`src/sv/bda_pkg.sv`:
```
package bda_pkg;

	// Key layout: buttons first, then the four joystick directions
	localparam int BUTTONS   = 5;
	localparam int ALL_KEYS  = BUTTONS + 4;
	localparam int KEY_RIGHT = BUTTONS;
	localparam int KEY_LEFT  = BUTTONS + 1;
	localparam int KEY_UP    = BUTTONS + 2;
	localparam int KEY_DOWN  = BUTTONS + 3;

	localparam int INTEG_MAX = 255;
	localparam int INTEG_W   = $clog2(INTEG_MAX + 1);

	localparam int STEP_W   = 8;
	localparam int LEVEL_W  = 12;
	localparam int REPEAT_W = 10;
	localparam int COUNT_W  = REPEAT_W + 1;
	localparam int SUM_W    = ((INTEG_W > STEP_W) ? INTEG_W : STEP_W) + 1;

	localparam int CFG_INDEX_W = 3;
	localparam int CFG_DATA_W  = LEVEL_W;

	localparam int IN_FIELDS_W  = BUTTONS + 2 * LEVEL_W;
	localparam int IN_TDATA_W   = ((IN_FIELDS_W + 7) / 8) * 8;
	localparam int OUT_FIELDS_W = 2 * ALL_KEYS;
	localparam int OUT_TDATA_W  = ((OUT_FIELDS_W + 7) / 8) * 8;

	typedef enum logic [CFG_INDEX_W-1:0] {
		CFG_STEP_UP        = 3'd0,
		CFG_STEP_DOWN      = 3'd1,
		CFG_UPPER_PRESS    = 3'd2,
		CFG_UPPER_RELEASE  = 3'd3,
		CFG_LOWER_PRESS    = 3'd4,
		CFG_LOWER_RELEASE  = 3'd5,
		CFG_REPEAT_DELAY   = 3'd6,
		CFG_REPEAT_PERIOD  = 3'd7
	} cfg_reg_t;

	typedef struct packed {
		logic [STEP_W-1:0]   step_up;
		logic [STEP_W-1:0]   step_down;
		logic [LEVEL_W-1:0]  upper_press_level;
		logic [LEVEL_W-1:0]  upper_release_level;
		logic [LEVEL_W-1:0]  lower_press_level;
		logic [LEVEL_W-1:0]  lower_release_level;
		logic [REPEAT_W-1:0] repeat_delay;
		logic [REPEAT_W-1:0] repeat_period;
	} cfg_t;

endpackage

```
`src/sv/bda_cfg_regs.sv`:
```
module bda_cfg_regs (
	input  logic                              clk,
	input  logic                              arst_n,
	input  logic                              cfg_valid,
	output logic                              cfg_ready,
	input  logic [bda_pkg::CFG_INDEX_W-1:0]   cfg_index,
	input  logic [bda_pkg::CFG_DATA_W-1:0]    cfg_data,
	output bda_pkg::cfg_t                     cfg
);

	bda_pkg::cfg_t cfg_q;

	assign cfg_ready = 1'b1;
	assign cfg       = cfg_q;

	always_ff @(posedge clk or negedge arst_n) begin
		if (!arst_n) begin
			cfg_q.step_up             <= bda_pkg::STEP_W'(1);
			cfg_q.step_down           <= bda_pkg::STEP_W'(1);
			cfg_q.upper_press_level   <= bda_pkg::LEVEL_W'(3000);
			cfg_q.upper_release_level <= bda_pkg::LEVEL_W'(2800);
			cfg_q.lower_press_level   <= bda_pkg::LEVEL_W'(1000);
			cfg_q.lower_release_level <= bda_pkg::LEVEL_W'(1200);
			cfg_q.repeat_delay        <= bda_pkg::REPEAT_W'(30);
			cfg_q.repeat_period       <= bda_pkg::REPEAT_W'(3);
		end else if (cfg_valid) begin
			case (bda_pkg::cfg_reg_t'(cfg_index))
				bda_pkg::CFG_STEP_UP: begin
					cfg_q.step_up <= cfg_data[bda_pkg::STEP_W-1:0];
				end
				bda_pkg::CFG_STEP_DOWN: begin
					cfg_q.step_down <= cfg_data[bda_pkg::STEP_W-1:0];
				end
				bda_pkg::CFG_UPPER_PRESS: begin
					cfg_q.upper_press_level <= cfg_data[bda_pkg::LEVEL_W-1:0];
				end
				bda_pkg::CFG_UPPER_RELEASE: begin
					cfg_q.upper_release_level <= cfg_data[bda_pkg::LEVEL_W-1:0];
				end
				bda_pkg::CFG_LOWER_PRESS: begin
					cfg_q.lower_press_level <= cfg_data[bda_pkg::LEVEL_W-1:0];
				end
				bda_pkg::CFG_LOWER_RELEASE: begin
					cfg_q.lower_release_level <= cfg_data[bda_pkg::LEVEL_W-1:0];
				end
				bda_pkg::CFG_REPEAT_DELAY: begin
					cfg_q.repeat_delay <= cfg_data[bda_pkg::REPEAT_W-1:0];
				end
				bda_pkg::CFG_REPEAT_PERIOD: begin
					cfg_q.repeat_period <= cfg_data[bda_pkg::REPEAT_W-1:0];
				end
				default: begin
				end
			endcase
		end
	end

endmodule

```
`src/sv/bda_debounce.sv`:
```
module bda_debounce (
	input  logic                              clk,
	input  logic                              arst_n,
	input  logic                              en,
	input  bda_pkg::cfg_t                     cfg,
	input  logic [bda_pkg::BUTTONS-1:0]       raw,
	input  logic [bda_pkg::LEVEL_W-1:0]       jx,
	input  logic [bda_pkg::LEVEL_W-1:0]       jy,
	output logic [bda_pkg::ALL_KEYS-1:0]      held_old,
	output logic [bda_pkg::ALL_KEYS-1:0]      held_new
);

	logic [bda_pkg::INTEG_W-1:0]  integ_q [bda_pkg::BUTTONS];
	logic [bda_pkg::INTEG_W-1:0]  integ_d [bda_pkg::BUTTONS];
	logic [bda_pkg::ALL_KEYS-1:0] held_q;
	logic [bda_pkg::ALL_KEYS-1:0] word;

	assign held_old = held_q;
	assign held_new = word;

	always_comb begin
		logic [bda_pkg::SUM_W-1:0] sum;
		logic [bda_pkg::SUM_W-1:0] cur;
		logic [bda_pkg::SUM_W-1:0] dn;
		word = held_q;
		sum  = '0;
		cur  = '0;
		dn   = '0;
		for (int i = 0; i < bda_pkg::BUTTONS; i++) begin
			cur = bda_pkg::SUM_W'(integ_q[i]);
			sum = cur + bda_pkg::SUM_W'(cfg.step_up);
			dn  = bda_pkg::SUM_W'(cfg.step_down);
			if (raw[i]) begin
				if (sum >= bda_pkg::SUM_W'(bda_pkg::INTEG_MAX)) begin
					integ_d[i] = bda_pkg::INTEG_W'(bda_pkg::INTEG_MAX);
					word[i]    = 1'b1;
				end else begin
					integ_d[i] = sum[bda_pkg::INTEG_W-1:0];
				end
			end else begin
				if (cur <= dn) begin
					integ_d[i] = '0;
					word[i]    = 1'b0;
				end else begin
					integ_d[i] = cur[bda_pkg::INTEG_W-1:0] - dn[bda_pkg::INTEG_W-1:0];
				end
			end
		end

		// Hysteresis per axis; a release test comes last so clear wins
		if (jx > cfg.upper_press_level)   word[bda_pkg::KEY_RIGHT] = 1'b1;
		if (jx < cfg.upper_release_level) word[bda_pkg::KEY_RIGHT] = 1'b0;
		if (jx < cfg.lower_press_level)   word[bda_pkg::KEY_LEFT]  = 1'b1;
		if (jx > cfg.lower_release_level) word[bda_pkg::KEY_LEFT]  = 1'b0;
		if (jy > cfg.upper_press_level)   word[bda_pkg::KEY_UP]    = 1'b1;
		if (jy < cfg.upper_release_level) word[bda_pkg::KEY_UP]    = 1'b0;
		if (jy < cfg.lower_press_level)   word[bda_pkg::KEY_DOWN]  = 1'b1;
		if (jy > cfg.lower_release_level) word[bda_pkg::KEY_DOWN]  = 1'b0;
	end

	always_ff @(posedge clk or negedge arst_n) begin
		if (!arst_n) begin
			held_q <= '0;
			for (int i = 0; i < bda_pkg::BUTTONS; i++) begin
				integ_q[i] <= '0;
			end
		end else if (en) begin
			held_q <= word;
			for (int i = 0; i < bda_pkg::BUTTONS; i++) begin
				integ_q[i] <= integ_d[i];
			end
		end
	end

	// An integrator only reaches its bounds through the paths that set or clear the key
	for (genvar g = 0; g < bda_pkg::BUTTONS; g++) begin : g_chk
		a_full_is_held: assert property (@(posedge clk) disable iff (!arst_n)
			(integ_q[g] == bda_pkg::INTEG_W'(bda_pkg::INTEG_MAX)) |-> held_q[g])
			else $error("integrator full but key not held");
		a_empty_is_free: assert property (@(posedge clk) disable iff (!arst_n)
			(integ_q[g] == '0) |-> !held_q[g])
			else $error("integrator empty but key held");
	end

endmodule

```
`src/sv/bda_repeat.sv`:
```
module bda_repeat (
	input  logic                              clk,
	input  logic                              arst_n,
	input  logic                              en,
	input  bda_pkg::cfg_t                     cfg,
	input  logic [bda_pkg::ALL_KEYS-1:0]      held_old,
	input  logic [bda_pkg::ALL_KEYS-1:0]      held_new,
	output logic [bda_pkg::ALL_KEYS-1:0]      presses
);

	logic [bda_pkg::COUNT_W-1:0] count_q [bda_pkg::ALL_KEYS];
	logic [bda_pkg::COUNT_W-1:0] count_d [bda_pkg::ALL_KEYS];
	logic [bda_pkg::REPEAT_W-1:0] period;
	logic [bda_pkg::COUNT_W:0]    top;
	logic [bda_pkg::COUNT_W:0]    delay_x;

	assign period  = (cfg.repeat_period == '0) ? bda_pkg::REPEAT_W'(1) : cfg.repeat_period;
	assign delay_x = (bda_pkg::COUNT_W+1)'(cfg.repeat_delay);
	assign top     = delay_x + (bda_pkg::COUNT_W+1)'(period);

	always_comb begin
		logic [bda_pkg::COUNT_W:0] c;
		c       = '0;
		presses = ~held_old & held_new;
		for (int i = 0; i < bda_pkg::ALL_KEYS; i++) begin
			c = (bda_pkg::COUNT_W+1)'(count_q[i]) + (bda_pkg::COUNT_W+1)'(1);
			if (c >= top) c = delay_x;
			if (held_new[i]) begin
				if (c == delay_x) presses[i] = 1'b1;
				count_d[i] = c[bda_pkg::COUNT_W-1:0];
			end else begin
				count_d[i] = '0;
			end
		end
	end

	always_ff @(posedge clk or negedge arst_n) begin
		if (!arst_n) begin
			for (int i = 0; i < bda_pkg::ALL_KEYS; i++) begin
				count_q[i] <= '0;
			end
		end else if (en) begin
			for (int i = 0; i < bda_pkg::ALL_KEYS; i++) begin
				count_q[i] <= count_d[i];
			end
		end
	end

	// A released key keeps its hold counter at zero
	for (genvar g = 0; g < bda_pkg::ALL_KEYS; g++) begin : g_chk
		a_idle_count: assert property (@(posedge clk) disable iff (!arst_n)
			!held_old[g] |-> (count_q[g] == '0))
			else $error("hold counter running on a released key");
	end

endmodule

```
`src/sv/button_debounce_autorepeat_unit.sv`:
```
// Results pass through an input register and a result register.
// Throughput: one scan tick per cycle; input stays ready while the result
// register is empty or being taken, so stalls on the output back up the input.
// Reset (arst_n low, asynchronous): integrators, held keys, hold counters and
// valid flags clear; configuration registers return to their default values.
module button_debounce_autorepeat_unit (
	input  logic                              clk,
	input  logic                              arst_n,
	input  logic                              s_axis_tvalid,
	output logic                              s_axis_tready,
	// raw_buttons[4:0], joy_x[16:5], joy_y[28:17], zero fill above
	input  logic [bda_pkg::IN_TDATA_W-1:0]    s_axis_tdata,
	output logic                              m_axis_tvalid,
	input  logic                              m_axis_tready,
	// held[8:0], presses[17:9], zero fill above
	output logic [bda_pkg::OUT_TDATA_W-1:0]   m_axis_tdata,
	input  logic                              cfg_valid,
	output logic                              cfg_ready,
	input  logic [bda_pkg::CFG_INDEX_W-1:0]   cfg_index,
	input  logic [bda_pkg::CFG_DATA_W-1:0]    cfg_data
);

	bda_pkg::cfg_t cfg;

	logic                          valid_s1;
	logic [bda_pkg::BUTTONS-1:0]   raw_s1;
	logic [bda_pkg::LEVEL_W-1:0]   jx_s1;
	logic [bda_pkg::LEVEL_W-1:0]   jy_s1;
	logic                          valid_s2;
	logic [bda_pkg::ALL_KEYS-1:0]  held_s2;
	logic [bda_pkg::ALL_KEYS-1:0]  presses_s2;

	logic                          out_free;
	logic                          advance;
	logic [bda_pkg::ALL_KEYS-1:0]  held_old;
	logic [bda_pkg::ALL_KEYS-1:0]  held_new;
	logic [bda_pkg::ALL_KEYS-1:0]  presses;

	assign out_free      = !valid_s2 || m_axis_tready;
	assign advance       = valid_s1 && out_free;
	assign s_axis_tready = !valid_s1 || out_free;

	bda_cfg_regs u_cfg (
		.clk       (clk),
		.arst_n    (arst_n),
		.cfg_valid (cfg_valid),
		.cfg_ready (cfg_ready),
		.cfg_index (cfg_index),
		.cfg_data  (cfg_data),
		.cfg       (cfg)
	);

	always_ff @(posedge clk or negedge arst_n) begin
		if (!arst_n) begin
			valid_s1 <= 1'b0;
		end else if (s_axis_tready) begin
			valid_s1 <= s_axis_tvalid;
		end
	end

	always_ff @(posedge clk) begin
		if (s_axis_tvalid && s_axis_tready) begin
			raw_s1 <= s_axis_tdata[bda_pkg::BUTTONS-1:0];
			jx_s1  <= s_axis_tdata[bda_pkg::BUTTONS +: bda_pkg::LEVEL_W];
			jy_s1  <= s_axis_tdata[bda_pkg::BUTTONS + bda_pkg::LEVEL_W +: bda_pkg::LEVEL_W];
		end
	end

	bda_debounce u_debounce (
		.clk      (clk),
		.arst_n   (arst_n),
		.en       (advance),
		.cfg      (cfg),
		.raw      (raw_s1),
		.jx       (jx_s1),
		.jy       (jy_s1),
		.held_old (held_old),
		.held_new (held_new)
	);

	bda_repeat u_repeat (
		.clk      (clk),
		.arst_n   (arst_n),
		.en       (advance),
		.cfg      (cfg),
		.held_old (held_old),
		.held_new (held_new),
		.presses  (presses)
	);

	always_ff @(posedge clk or negedge arst_n) begin
		if (!arst_n) begin
			valid_s2 <= 1'b0;
		end else if (out_free) begin
			valid_s2 <= valid_s1;
		end
	end

	always_ff @(posedge clk) begin
		if (advance) begin
			held_s2    <= held_new;
			presses_s2 <= presses;
		end
	end

	assign m_axis_tvalid = valid_s2;
	assign m_axis_tdata  = {(bda_pkg::OUT_TDATA_W - bda_pkg::OUT_FIELDS_W)'(0),
	                        presses_s2, held_s2};

	// A press is only ever reported for a key that is held in the same result
	a_press_held: assert property (@(posedge clk) disable iff (!arst_n)
		valid_s2 |-> ((presses_s2 & ~held_s2) == '0))
		else $error("press reported on a key that is not held");

	// With the result register empty the input side must be open
	a_ready_empty: assert property (@(posedge clk) disable iff (!arst_n)
		!valid_s2 |-> s_axis_tready)
		else $error("input stalled with an empty result register");

endmodule

```
`config.mk`:
```
export PLATFORM = sky130hd
export DESIGN_NAME = button_debounce_autorepeat_unit
export DESIGN_NICKNAME = d
export VERILOG_FILES = /design/src/sv/bda_pkg.sv /design/src/sv/bda_cfg_regs.sv /design/src/sv/bda_debounce.sv /design/src/sv/bda_repeat.sv /design/src/sv/button_debounce_autorepeat_unit.sv
export SDC_FILE = /design/constraint.sdc
export NUM_CORES = 1
export LEC_CHECK = 0
export ABC_AREA = 1
export ABC_CLOCK_PERIOD_IN_PS = 5100
export BUFFER_PORTS_ARGS = -buffer_cell sky130_fd_sc_hd__buf_2
export CAP_MARGIN = 20
export CELL_PAD_IN_SITES_DETAIL_PLACEMENT = 0
export CELL_PAD_IN_SITES_GLOBAL_PLACEMENT = 1
export CORE_MARGIN = 3
export CORE_UTILIZATION = 30
export DETAILED_ROUTE_END_ITERATION = 7
export MAX_ROUTING_LAYER = met4
export PLACE_DENSITY_LB_ADDON = 0.05
export SETUP_SLACK_MARGIN = 0.15
export SLEW_MARGIN = 20
export SYNTH_ARGS = -nofsm -noshare
export SYNTH_HDL_FRONTEND = slang
export SYNTH_SLANG_ARGS = --single-unit
```
`constraint.sdc`:
```
create_clock -name clk -period 5.1 [get_ports clk]
set_clock_uncertainty 0.2 [all_clocks]
set_input_delay 0.765 -clock clk [delete_from_list [all_inputs] [get_ports clk]]
set_output_delay 0.765 -clock clk [all_outputs]
set_load 0.02 [all_outputs]
```
==> out/qor.txt <==
cts bufs inserted: 40
root buf cell: clkbuf_16
fin crit share: 91.8%
Int Pwr: 7.37 mW
Finish-stage setup viols: 0
initial antenna violation count: 1
share of cells above drive strength 1: 10.3%
fraction of registers with async set/reset: 83.3%
router iterations before antenna repair: 7
Via Count: 21800
Synth Instances: 3296
pin count of the biggest net entering global routing: 90
Total GRT Usage: 20.8%
DRT Wirelength: 84600 microns
global placement routability congestion: 0.846
Max Fclk: 214 MHz
Final Util: 34.5%
Initial DRC Count: 1197
worst hold-check path type: in2async
Critical Path RT: 5.23 ns
CTS H-Tree Depth: 2
total core area: 79100 sq um
post-route setup TNS: 0 ns
Die X: 289 microns
Psw: 6.29 mW
TritonCTS clock tree: done
DIE HEIGHT: 289 microns
hpwl dp: 60800 microns
worst skew pair latency: 0.59 ns
fin nets: 3717
min Tclk post-route: 4.68 ns
Startpoint Class: flip-flop
Post-route DRC: 0
most common cell after layout, fill and taps aside: nand2_1
Critical Path End Type: flip-flop
relative slew slack: 34.8%
number of distinct library cells after synthesis: 61
synthesized area per cell: 7.28 sq um
peak fanout along the critical path: 6
maximum buffer depth of the clock tree: 3
hold_buf cts: 0
actual slew at the worst max-slew pin: 0.975 ns
global-route wire length before repair: 130000 microns
Combinational Power Share: 52.8%
pwr/cell area: 500 nW/um^2
dominant synthesized flop cell: dfrtp_1
wire per inst: 19.0 microns
VDD IR max: 0.000239 V
vias in the first global route: 21400
YS warnings: 0
vias per inst: 4.89
number of enable flip-flop cells after synthesis: 47
RSZ-0062 raised after global routing: false
Reg power frac: 24.5%
gr ovfl total: 0
most frequent cells in the layout: nand2_1, inv_1, ha_1
worst-case reg-to-reg path depth: 25
critical setup path kind: reg2reg
Initial Utilization: 30.3%
run status: completed
synthesis-to-layout area growth: 13.9%
post-synthesis register bit count: 281
clock share of power: 22.7%
leakage: 13.7 nW
die area: 83400 sq um
CTS sink cnt: 281
Syn Std Cell Area: 24000 sq um
switching share of power: 46.1%
# port buffers: 68
Final Max Slew Viols: 0
Seq/Total Area, Yosys: 30.5%
Critical Path AT: 4.81 ns
fin area: 27300 sq um
num rows: 103
clock slew at reported path FFs: 0.06 ns
num ports: 79
Placed Area: 25600 sq um
Hold Fails Final Rpt: 0
antenna violation net count after detailed routing: 0
max_cap viols: 0
[per-stage QoR]
step	std cells	setup WS (ns)	hold slack, ns	power [mW]
3_3_place_gp	4361	0.371	0.268	10.5
3_5_place_dp	4361	0.363	0.276	10.6
6_report	4447	0.417	0.0416	13.7
5_1_grt	4446	0.0872	0.0815	15.0
4_1_cts	4435	0.333	0.0450	13.8
2_1_floorplan	3301	0.575	0.249	8.28
[state kept, by name, indices dropped and copies added, names as in the netlist, 9 cells and up]
name / cells
held_s2: 9
jx_s1: 12
jy_s1: 12
presses_s2: 9
u_cfg.cfg: 84
u_debounce.held_old: 9
u_debounce.integ_q: 40
u_repeat.count_q: 99
[cell families (layout without fill, tap and decap cells)]
group | after synthesis | in the layout | share of synthesized area, %
buf+inv | 547 | 642 | 9.11
xor+xnor | 104 | 104 | 3.86
flops | 281 | 281 | 30.5
other cells | 2 | 8 | 0.0313
fa+ha+maj | 301 | 301 | 16.0
simple gates | 1490 | 1490 | 27.4
compound gates | 571 | 571 | 13.2
[synthesized netlist by cell type, types with 5 or more instances]
library cell    n  area, sq um
nand4_1       109          682
nand3b_1       21          158
inv_2          16         60.1
o22ai_1        30          188
nor2_1        196          736
o2111ai_1       5         43.8
or2_2          14         87.6
buf_1          10         37.5
inv_1         417         1570
a21boi_0        6         45.0
nor2_4          7         78.8
nand3_1       207         1040
a21oi_1       171          856
o21ai_0       234         1170
o211ai_1       18          135
a21o_1          9         67.6
buf_4          12         90.1
o21ai_1        40          200
a31oi_1         9         56.3
edfxtp_1       47         1410
o21bai_1       21          158
dfstp_2        31          815
nor3_1         20          100
buf_2          15         75.1
nand2_2        22          138
nand3_2        10          100
clkinv_1        5         18.8
xnor2_1        33          289
clkbuf_1       63          236
nor2_2         18          113
xor2_1         69          604
a21oi_2         7         61.3
ha_1          290         3630
fa_1           11          220
dfrtp_1       203         5080
nand2_1       849         3190
buf_6           9          101
[critical path: stages, from the launching register on]
cell	delay, ns
dfstp_2	0.59
o31ai_2	0.09
ha_2	0.21
fa_2	0.35
nand3_1	0.08
nand2_1	0.09
a21oi_2	0.14
o21bai_2	0.09
nand2_1	0.07
nand2_1	0.07
a21oi_2	0.19
nor2_2	0.07
a211oi_4	0.26
buf_12	0.17
buf_12	0.14
ha_1	0.26
a21oi_1	0.17
nand2_1	0.12
nor2_4	0.18
nand3_4	0.18
nor2_4	0.12
nand2_1	0.06
nand2_1	0.08
nor2_1	0.04
nand4_1	0.27
a21oi_1	0.12
[layer usage]
| metal | GRT usage [%] | part of all wire (%) |
|---|---|---|
| met5 | - | 0 |
| met4 | 4.59 | 2.1 |
| met3 | 1.97 | 3.1 |
| met2 | 34.8 | 48 |
| met1 | 27.4 | 47 |
[timing repair]
| action | 4_1_cts | 5_1_grt |
|---|---|---|
| endpoints found under the setup margin | 0 | 11 |
| setup buffers | 0 | 10 |
| resized for setup | 0 | 27 |
[power groups by stage]
stage	clock network [mW]	registers [mW]	logic, mW
floorplan	0	3.25	5.03
global placement	0	3.38	7.09
detailed placement	0	3.39	7.17
CTS	3.23	3.36	7.21
global route	3.31	3.42	8.28
finish	3.10	3.34	7.22
[worst paths after layout]
kind / from / end / slack [ns]
max: u_cfg.cfg[1] / presses_s2[1] / 0.42
min: arst_n / u_repeat.count_q[17] / 0.04
max reg2reg: u_cfg.cfg[1] / presses_s2[1] / 0.42
min in group clk: s_axis_tdata[19] / jy_s1[2] / 0.15
min reg2reg: u_cfg.cfg[26] / u_cfg.cfg[26] / 0.28
max in group asynchronous: arst_n / u_cfg.cfg[1] / 3.67
[final cells by class]
cell class | count | area, sq um
diodes | 1 | 2.50
fillers | 8618 | 51800
inverters | 438 | 1660
flip-flops and latches | 281 | 7310
clock inverters | 22 | 350
multi-input cells | 2473 | 14600
repair buffers | 130 | 933
well taps | 1050 | 1310
clock buffers | 52 | 1110
Note: power is estimated with default switching activity, not from simulation.
